`src/rtl/i64f32_pkg.sv`:
```
// shared types and constants for the int64/float32 converter
package i64f32_pkg;

    localparam logic [1:0] ACT_I2F = 2'd0;
    localparam logic [1:0] ACT_F2S = 2'd1;
    localparam logic [1:0] ACT_F2U = 2'd2;

    localparam int IN_W  = 104;
    localparam int OUT_W = 104;

    typedef struct packed {
        logic [1:0]  action;
        logic        neg;
        logic [63:0] mag;
        logic [31:0] fbits;
    } s1_t;

    typedef struct packed {
        logic [1:0]  action;
        logic        neg;
        logic [5:0]  pos;
        logic        zero;
        logic [63:0] mag;
        logic [31:0] fbits;
        logic [63:0] fmag;
    } s2_t;

    typedef struct packed {
        logic [31:0] fres;
        logic [63:0] ires;
        logic        sat;
    } res_t;

endpackage

```
`src/rtl/i64f32_stage.sv`:
```
// one pipeline register stage with valid and stall
module i64f32_stage #(
    parameter int W = 8
) (
    input  logic         aclk,
    input  logic         aresetn,
    input  logic         in_valid,
    output logic         in_ready,
    input  logic [W-1:0] in_data,
    output logic         out_valid,
    input  logic         out_ready,
    output logic [W-1:0] out_data
);
    logic         valid_reg;
    logic [W-1:0] data_reg;

    assign in_ready  = !valid_reg || out_ready;
    assign out_valid = valid_reg;
    assign out_data  = data_reg;

    always_ff @(posedge aclk) begin
        if (!aresetn) begin
            valid_reg <= 1'b0;
        end else if (in_ready) begin
            valid_reg <= in_valid;
        end
    end

    always_ff @(posedge aclk) begin
        if (in_ready && in_valid) begin
            data_reg <= in_data;
        end
    end
endmodule

```
`src/rtl/int64_float32_converter_core.sv`:
```
// top level of the int64/float32 converter pipeline
// Fully pipelined converter: accepts one transfer per cycle while m_axis is not stalled
// and passes each result through sign and magnitude, leading-one search with float
// mantissa alignment, then round and saturate into the output register. Backpressure on
// m_axis stalls all stages without losing transfers.
module int64_float32_converter_core (
    input  logic                          aclk,
    input  logic                          aresetn,
    input  logic                          s_axis_tvalid,
    output logic                          s_axis_tready,
    // action[1:0], int_value[65:2], float_bits[97:66], zero pad
    input  logic [i64f32_pkg::IN_W-1:0]   s_axis_tdata,
    output logic                          m_axis_tvalid,
    input  logic                          m_axis_tready,
    // float_result[31:0], int_result[95:32], saturated[96], pad
    output logic [i64f32_pkg::OUT_W-1:0]  m_axis_tdata
);
    logic [1:0]  in_act;
    logic [63:0] in_int;
    logic [31:0] in_fb;
    assign in_act = s_axis_tdata[1:0];
    assign in_int = s_axis_tdata[65:2];
    assign in_fb  = s_axis_tdata[97:66];

    // stage 1: sign and magnitude
    i64f32_pkg::s1_t s1_in, s1_out;
    logic s1_v, s1_r;
    always_comb begin
        s1_in.action = in_act;
        s1_in.neg    = in_int[63];
        s1_in.mag    = in_int[63] ? (64'd0 - in_int) : in_int;
        s1_in.fbits  = in_fb;
    end
    i64f32_stage #(.W($bits(i64f32_pkg::s1_t))) u_s1 (
        .aclk(aclk), .aresetn(aresetn),
        .in_valid(s_axis_tvalid), .in_ready(s_axis_tready), .in_data(s1_in),
        .out_valid(s1_v), .out_ready(s1_r), .out_data(s1_out)
    );

    // stage 2: leading one position, float mantissa alignment
    i64f32_pkg::s2_t s2_in, s2_out;
    logic s2_v, s2_r;
    logic [7:0] s2_u;
    always_comb begin
        s2_in.action = s1_out.action;
        s2_in.neg    = s1_out.neg;
        s2_in.mag    = s1_out.mag;
        s2_in.fbits  = s1_out.fbits;
        s2_in.zero   = (s1_out.mag == 64'd0);
        s2_in.pos    = 6'd0;
        for (int i = 0; i < 64; i++) begin
            if (s1_out.mag[i]) begin
                s2_in.pos = 6'(i);
            end
        end
        s2_u = s1_out.fbits[30:23] - 8'd127;
        if (s2_u < 8'd23) begin
            s2_in.fmag = {40'd0, 1'b1, s1_out.fbits[22:0]} >> (5'd23 - s2_u[4:0]);
        end else begin
            s2_in.fmag = {40'd0, 1'b1, s1_out.fbits[22:0]} << (s2_u[5:0] - 6'd23);
        end
    end
    i64f32_stage #(.W($bits(i64f32_pkg::s2_t))) u_s2 (
        .aclk(aclk), .aresetn(aresetn),
        .in_valid(s1_v), .in_ready(s1_r), .in_data(s2_in),
        .out_valid(s2_v), .out_ready(s2_r), .out_data(s2_out)
    );

    // stage 3: normalize, round, float decode and saturate
    i64f32_pkg::res_t r_in, r_out;
    logic [63:0] norm;
    logic [24:0] keep;
    logic        rbit, sticky;
    logic [7:0]  fexp;
    logic [7:0]  e;
    logic [22:0] frac;
    logic        fneg;
    logic [7:0]  u;
    always_comb begin
        norm   = s2_out.mag << (6'd63 - s2_out.pos);
        rbit   = norm[39];
        sticky = |norm[38:0];
        keep   = {1'b0, norm[63:40]} + 25'(rbit && (sticky || norm[40]));
        fexp   = 8'd127 + {2'b00, s2_out.pos};
        if (keep[24]) begin
            fexp = fexp + 8'd1;
        end
        e    = s2_out.fbits[30:23];
        frac = s2_out.fbits[22:0];
        fneg = s2_out.fbits[31];
        u    = e - 8'd127;
        r_in = '0;
        case (s2_out.action)
            i64f32_pkg::ACT_I2F: begin
                if (!s2_out.zero) begin
                    r_in.fres = {s2_out.neg, fexp,
                                 keep[24] ? keep[23:1] : keep[22:0]};
                end
            end
            i64f32_pkg::ACT_F2S, i64f32_pkg::ACT_F2U: begin
                if (e == 8'hFF && frac != 23'd0) begin
                    r_in.sat  = 1'b1;
                    r_in.ires = (s2_out.action == i64f32_pkg::ACT_F2U) ? '1
                                : 64'h7FFF_FFFF_FFFF_FFFF;
                end else if (s2_out.action == i64f32_pkg::ACT_F2U) begin
                    if (fneg && (e != 8'd0 || frac != 23'd0)) begin
                        r_in.sat  = 1'b1;
                        r_in.ires = '1;
                    end else if (e < 8'd127) begin
                        r_in.ires = '0;
                    end else if (u >= 8'd64) begin
                        r_in.sat  = 1'b1;
                        r_in.ires = '1;
                    end else begin
                        r_in.ires = s2_out.fmag;
                    end
                end else begin
                    if (e < 8'd127) begin
                        r_in.ires = '0;
                    end else if (u >= 8'd63) begin
                        if (fneg) begin
                            r_in.ires = 64'h8000_0000_0000_0000;
                            r_in.sat  = !(u == 8'd63 && frac == 23'd0);
                        end else begin
                            r_in.ires = 64'h7FFF_FFFF_FFFF_FFFF;
                            r_in.sat  = 1'b1;
                        end
                    end else begin
                        r_in.ires = fneg ? (64'd0 - s2_out.fmag) : s2_out.fmag;
                    end
                end
            end
            default: r_in = '0;
        endcase
    end
    i64f32_stage #(.W($bits(i64f32_pkg::res_t))) u_s3 (
        .aclk(aclk), .aresetn(aresetn),
        .in_valid(s2_v), .in_ready(s2_r), .in_data(r_in),
        .out_valid(m_axis_tvalid), .out_ready(m_axis_tready), .out_data(r_out)
    );

    assign m_axis_tdata = {7'd0, r_out.sat, r_out.ires, r_out.fres};
endmodule

```
`config.mk`:
```
export PLATFORM = sky130hd
export DESIGN_NAME = int64_float32_converter_core
export DESIGN_NICKNAME = d
export VERILOG_FILES = /design/src/rtl/i64f32_pkg.sv /design/src/rtl/i64f32_stage.sv /design/src/rtl/int64_float32_converter_core.sv
export SDC_FILE = /design/constraint.sdc
export NUM_CORES = 1
export LEC_CHECK = 0
export BUFFER_PORTS_ARGS = -buffer_cell sky130_fd_sc_hd__buf_4
export CORE_MARGIN = 4
export CORE_UTILIZATION = 45
export CTS_CLUSTER_SIZE = 16
export DETAILED_ROUTE_END_ITERATION = 10
export GPL_TIMING_DRIVEN = 0
export SLEW_MARGIN = 20
export SYNTH_ARGS = -nofsm -noshare
export SYNTH_HDL_FRONTEND = slang
export SYNTH_SLANG_ARGS = --single-unit
```
`constraint.sdc`:
```
create_clock -name aclk -period 21.6 [get_ports aclk]
set_clock_uncertainty 0.15 [all_clocks]
set_input_delay 2.16 -clock aclk [delete_from_list [all_inputs] [get_ports aclk]]
set_output_delay 2.16 -clock aclk [all_outputs]
set_load 0.01 [all_outputs]
```
==> results.ini, run 1 <==
[run_status]
status=complete, no violations

[setup_path]
critPathMaxFanout=5
crit_type=input port to flop
cp_data_required_time_ns=21.74
rrSetupSlack_ns=16.09
cp-end-kind=flop
critPathArrivalTime_ns=5.74
start_kind=input port

[routing]
drc=0
drtIter0Drc=2627
wl_mm=82.5
wl_per_cell_um=24.7
ant_nets=0
vias_per_cell=6.34
via_count=21200
first_pass_iters=5

[placed_design]
place_area_um2=27200
place_hpwl_mm=65.1
portBuffers=200
place_congestion=0.980

[yosys]
synth_ff_type=edfxtp_1
async_flop_share_pct=0
ys_ff_latch=369
ys_types=91
synth-edff-count=366
syn_area_per_cell_um2=10.4
syn_area_um2=24300
netlist_instances=2352
synth_warnings=0
seq_area_frac_synth_pct=45.4

[clocking]
cts_hold_buf=0
cts_buffer_depth=3
cts_tree=yes
cts_buffers=39
htree_levels=2
clk_latency_ns=0.59
post-cts-setup-buffer-count=0
cts.sink_count=369
ctsResizeCount=0
root_buffer=clkbuf_16
clkTransAtPathRegs_ns=0.06

[layout]
post_route_cells_drive_above_1_share_pct=18.6
fin_area_um2=28500
area_growth_pct=17.0
nNetsFinal=2736

[run]
cap_viol_max_count=0

[sta]
setup_viol=0
finalHoldViolCount=0
finalCritPeriodShare_pct=26.0
max_freq_mhz=178
rsz0062_at_grt=no
tightest_slew_ns=1.06
drv_slew=0
final.setup.tns_ns=0
min_period_ns=5.61
relSlewSlack_pct=28.8

[grt]
grt_util_all_layers_pct=27.8
grt-ovfl-total=0
grt_max_degree=32
grt_pass1_wl_mm=123
grt_pass1_vias=19500
grt_antenna_before_repair=1

[die]
initial_utilization_pct=45.9
rows=84
num_io_pins=214
coreArea_um2=53100
die_h_um=241
die_w_um=241
dieArea_um2=57900

[power_and_ir_drop]
leakage_nw=9.92
power-per-cell-area_nw_per_um2=73.9
peakVddDrop_v=0.0000537

[worst_hold_path]
holdCritPathClass=flop to flop

[cells in the mapped netlist, types with 18 or more instances]
master	instances	share of area, %
nor3_1	70	1.4
inv_1	48	0.74
mux2i_1	82	3.4
a21oi_1	194	4.0
mux2_2	52	2.4
clkbuf_1	108	1.7
nand3_1	37	0.76
buf_1	22	0.34
mux4_2	88	8.1
buf_2	19	0.39
a21o_1	19	0.59
o31ai_1	41	1.3
or4_1	18	0.56
edfxtp_1	366	45
o21ai_0	165	3.4
or3_1	33	0.85
a31oi_1	27	0.69
nand2_1	204	3.1
o22ai_1	69	1.8
nor2_1	217	3.3
xnor2_1	83	3.0
nand2b_1	24	0.62
and2_1	23	0.59
nor4_1	36	0.93
[layout make-up]
| type | count | area, µm² |
|---|---|---|
| antenna | 1 | 2.50 |
| buffer | 167 | 791 |
| clock buffer | 50 | 1070 |
| clock inverter | 20 | 219 |
| fill | 4731 | 24600 |
| inverter | 51 | 191 |
| multi-input combinational | 1771 | 12400 |
| sequential | 369 | 11100 |
| tap | 688 | 861 |
| timing repair buffer | 217 | 1930 |
[path summary, 6_finish.rpt]
kind / from / endpoint / cells after the start
worst max register to register: u_s1.out_data[23] / u_s2.out_data[27] / 15
worst min-delay path: u_s1.out_data[31] / u_s2.out_data[95] / 0
worst min register to register: u_s1.out_data[31] / u_s2.out_data[95] / 0
worst max-delay path: s_axis_tdata[7] / u_s1.out_data[90] / 11
[registers in the layout, indices dropped and copies added (netlist names)]
signal / count
u_s1.out_valid: 1
u_s2.out_valid: 1
u_s2.out_data: 170
u_s3.out_data: 97
u_s3.out_valid: 1
u_s1.out_data: 99
[cell families (layout without fill, tap and decap cells)]
logic type / count (synthesis) / in the layout / share of synthesized area [%]
compound gates: 681 / 681 / 17.3
buf+inv: 218 / 505 / 4.03
other cells: 1 / 8 / 0.0154
simple gates: 744 / 744 / 14.8
xor+xnor: 99 / 99 / 3.56
mux: 228 / 228 / 14.3
fa+ha+maj: 12 / 12 / 0.617
flops: 369 / 369 / 45.4
[critical path: stages]
cell and delay, ns:
buf_4 0.12, or4_4 0.56, nor4_1 0.75, nand3_1 0.32, nor2_1 0.16, nand2_1 0.09, or3_1 0.38, or2_1 0.26
or4_4 0.45, o41ai_1 0.33, xnor2_1 0.14
[layout by cell type, fill, tap and decap left out, types with 18 or more instances in the layout]
cell type  count
and2_1        23
nand2b_1      24
buf_4        209
xnor2_1       83
clkbuf_16     40
edfxtp_1     366
nand3_1       37
clkbuf_1     115
o21ai_0      165
o22ai_1       69
or4_1         18
o31ai_1       41
a21oi_1      194
mux2i_1       82
mux4_2        88
mux2_2        52
nor2_1       217
or3_1         33
nor4_1        36
nand2_1      204
inv_1         48
buf_2         19
buf_1         22
a31oi_1       26
nor3_1        70
a21o_1        19
[metrics by stage]
| step | worst slack, ns | utilization [%] | hold slack (ns) | power, mW | cells |
|---|---|---|---|---|---|
| after floorplan | 5.98 | - | 0.250 | 1.24 | 2358 |
| after global placement | 1.22 | 50.4 | 0.255 | 1.43 | 3246 |
| after detailed placement | 15.46 | 51.2 | 0.266 | 1.43 | 3263 |
| after CTS | 16.03 | 53.7 | 0.280 | 2.11 | 3333 |
| after global routing | 15.72 | 53.7 | 0.286 | 2.19 | 3333 |
| final | 15.99 | 53.7 | 0.277 | 2.11 | 3334 |
[report_power, final]
| group | switching [mW] | total [mW] | internal (mW) |
|---|---|---|---|
| clock | 0.276 | 0.674 | 0.398 |
| sequential | 0.0618 | 0.924 | 0.862 |
| combinational | 0.319 | 0.507 | 0.189 |
[layer usage]
metal | vias up | share of wire, % | global-route usage (%) | wire, µm
met5 | - | 0.016 | 0 | 13
met4 | 2 | 2.7 | 7.71 | 2250
met3 | 140 | 8.8 | 4.66 | 7260
met2 | 1149 | 42 | 39.6 | 34400
met1 | 10300 | 47 | 43.7 | 38600
li1 | 9603 | - | - | -
No activity file was read; power rests on OpenSTA's default activity.
==> run 2, diff against run 1 <==
--- a/config.mk
+++ b/config.mk
@@ -11,6 +11,7 @@
 export CTS_CLUSTER_SIZE = 16
 export DETAILED_ROUTE_END_ITERATION = 10
 export GPL_TIMING_DRIVEN = 0
+export PLACE_DENSITY = 0.65
 export SLEW_MARGIN = 20
 export SYNTH_ARGS = -nofsm -noshare
 export SYNTH_HDL_FRONTEND = slang
==> constraint.sdc (replaced) <==
create_clock -name aclk -period 4.6 [get_ports aclk]
set_clock_uncertainty 0.15 [all_clocks]
set_input_delay 0.46 -clock aclk [delete_from_list [all_inputs] [get_ports aclk]]
set_output_delay 0.46 -clock aclk [all_outputs]
set_load 0.01 [all_outputs]
==> run 2 against run 1 <==
Compared with the run above: sequential power grew to 4.7 times the previous value; core utilization is 1.0 points higher; cell area is 1.9% higher; clock-buffer cell count stayed put; clock power grew to 4.9 times the previous value; combinational power grew to 4.9 times the previous value; register-to-register slack worse by 16 ns; critical endpoint is now u_s2.out_data[30].
==> results.ini, run 2 (same netlist as run 1, synthesis figures left out) <==
[run_status]
status=complete, no violations

[sta]
finalCritPeriodShare_pct=95.8
fin_hold_ws_ns=0.0579  ; -0.219 ns
max_freq_mhz=227
min_period_ns=4.41
finalHoldViolCount=0  ; unchanged
tightest_slew_ns=1.18  ; +0.119 ns
drv_slew=0  ; unchanged
relSlewSlack_pct=20.9  ; -7.9 points
setup_viol=0  ; unchanged
final.setup.tns_ns=0  ; unchanged

[routing]
wl_per_cell_um=25.4  ; +2.6%
drc=0  ; unchanged
drtIter0Drc=2424  ; -7.7%
first_pass_iters=6  ; +1
wl_mm=85.5  ; +3.7%
vias_per_cell=6.34  ; about the same
ant_nets=0  ; unchanged
via_count=21400  ; +1.1%

[layout]
instances_no_fill=3371  ; +1.1%
final_cell_mix=edfxtp_1 (366), nor2_1 (217), buf_4 (212)
nNetsFinal=2774  ; +1.4%
area_growth_pct=19.2
seq_area_um2=11100  ; unchanged
post_route_cells_drive_above_1_share_pct=19.9  ; +1.3 points
nFillCells=4654  ; -1.6%
n_antenna_cell=0  ; -1
mostFrequentLayoutCell=edfxtp_1
multi_input_area_um2=12500  ; +1.0%
largest_register_ffs=170  ; unchanged
fin_util_pct=54.7  ; +1.0 points

[setup_path]
start_kind=flop
cp_data_required_time_ns=4.75  ; -16.99 ns
crit_top_cell=nor2_1
cp.depth=16  ; +5
crit_type=flop to flop
slowest_stage=a21oi_1
max_stage_delay_ns=0.48  ; -0.27 ns
crit_start=u_s1.out_data[23]
crit_buf_inv=6  ; +5
critPathArrivalTime_ns=4.56  ; -1.18 ns
cp-end-kind=flop
rrSetupSlack_ns=0.19  ; -15.90 ns
rr_worst_depth=16  ; +1
critPathTopFamily=buffers and inverters
endpoint=u_s2.out_data[30]
critPathMaxFanout=10  ; +5
r2r_start=u_s1.out_data[23]
rr_endpoint=u_s2.out_data[30]
crit_chain=clkbuf_2 -> inv_1 -> clkbuf_2 -> buf_2 -> ha_1 -> clkbuf_1 -> buf_2 -> mux2i_1 -> nor2_1 -> a31oi_2 -> nor2_1 -> a21oi_1 -> nand2_1 -> nand2_1 -> mux2_2 -> nor2_1

[clocking]
cts_tree=yes
cts.sink_count=369  ; unchanged
clk_latency_ns=0.57  ; -0.02 ns
root_buffer=clkbuf_16
clkTransAtPathRegs_ns=0.06  ; about the same
cts_buffers=40  ; +2.6%
cts_buffer_depth=3  ; unchanged
htree_levels=2  ; unchanged

[placed_design]
place_congestion=0.965  ; -1.6%
placedCellCount=3261  ; -0.061%
portBuffers=200  ; unchanged
place_hpwl_mm=66.9  ; +2.8%

[run]
cap_viol_max_count=0  ; unchanged

[die]
initial_utilization_pct=45.9  ; unchanged
die_w_um=241  ; unchanged
num_io_pins=214  ; unchanged
coreArea_um2=53100  ; unchanged
dieArea_um2=57900  ; unchanged
rows=84  ; unchanged
die_h_um=241  ; unchanged

[grt]
grt_pass1_vias=20000  ; +2.4%
grt_util_met3_pct=4.48  ; -0.18 points
grt_antenna_before_repair=0  ; -1
grt_util_all_layers_pct=28.8  ; +1.0 points
grt_pass1_wl_mm=128  ; +3.4%
busiest_layer=met1
grt-ovfl-total=0  ; unchanged
met2_usage_pct=42.1  ; +2.4 points
grt_max_degree=31  ; -3.1%
use_met1_pct=45.3  ; +1.5 points

[worst_hold_path]
hold_path_depth=2  ; +2
holdCritPathClass=input port to flop

[power_and_ir_drop]
leakage_nw=10.2  ; +2.6%
peakVddDrop_v=0.000283  ; +430%
power.total_mw=10.1  ; +380%
power-per-cell-area_nw_per_um2=348  ; +370%

## run 2: cell count changes in the layout (fill, tap and decap cells not counted), sizes merged
cell	previous run	this run
inv	52	57
clkbuf	158	159
bufinv	4	5
clkinvlp	2	0
dlygate4sd3	0	37
clkinv	13	10
diode	1	0
buf	276	275
## run 2: final cells by class
| cell class | instances | area share (%) |
|---|---|---|
| plain buffers | 166 | 2.81 |
| clock buffers | 50 | 3.72 |
| clock inverters | 21 | 0.862 |
| inverters | 51 | 0.660 |
| multi-input cells | 1771 | 43.1 |
| flip-flops and latches | 369 | 38.1 |
| well taps | 688 | 2.97 |
| repair buffers | 255 | 7.83 |
## run 2: report_power, final
part / total, mW / switching [mW] / internal [mW] / leakage [nW]
combinational: 2.46 / 1.54 / 0.919 / 6.13
clock: 3.30 / 1.35 / 1.96 / 0.653
sequential: 4.34 / 0.287 / 4.05 / 3.40
## run 2: timing repair
| action | 4_1_cts | 5_1_grt |
|---|---|---|
| hold buffers | 37 | 0 |
| pin swaps | 0 | 1 |
| endpoints found under the hold margin | 39 | 0 |
| endpoints found under the setup margin | 94 | 86 |
| buffers inserted | 2 | 1 |
| resized for setup | 22 | 32 |
## run 2: per-layer routing
layer	vias up	routed length, µm
li1	9668	-
met1	10500	40000
met2	1122	36300
met3	128	7260
met4	0	2020
met5	-	0
## run 2: how the worst min path moves through the flow
| stage | startpoint | to | slack, ns |
|---|---|---|---|
| global route | s_axis_tdata[8] | u_s1.out_data[38] | 0.05 |
| CTS | s_axis_tdata[42] | u_s1.out_data[72] | 0.02 |
| floorplan | u_s1.out_data[96] | u_s2.out_data[167] | 0.25 |
| finish | s_axis_tdata[7] | u_s1.out_data[37] | 0.06 |
| detailed placement | u_s1.out_data[31] | u_s2.out_data[95] | 0.26 |
| global placement | u_s1.out_data[31] | u_s2.out_data[95] | 0.26 |
## run 2: worst register-to-register path, delay by kind of cell, from the launching register on
kind / cells / cell delay [ns]
buffers and inverters: 6 / 1.32
AOI/OAI and AO/OA: 2 / 0.88
and+or+nand+nor: 5 / 0.59
muxes: 2 / 0.49
DFF: 1 / 0.41
adders and majority gates: 1 / 0.29
## run 2: metrics by stage
| step | setup slack (ns) | area [µm²] |
|---|---|---|
| after floorplan | 0.349 | 24400 |
| after global placement | -1.06 | 26800 |
| after detailed placement | -0.901 | 27100 |
| after CTS | 0.00578 | 28900 |
| after global routing | -0.0000102 | 29000 |
| final | 0.195 | 29000 |
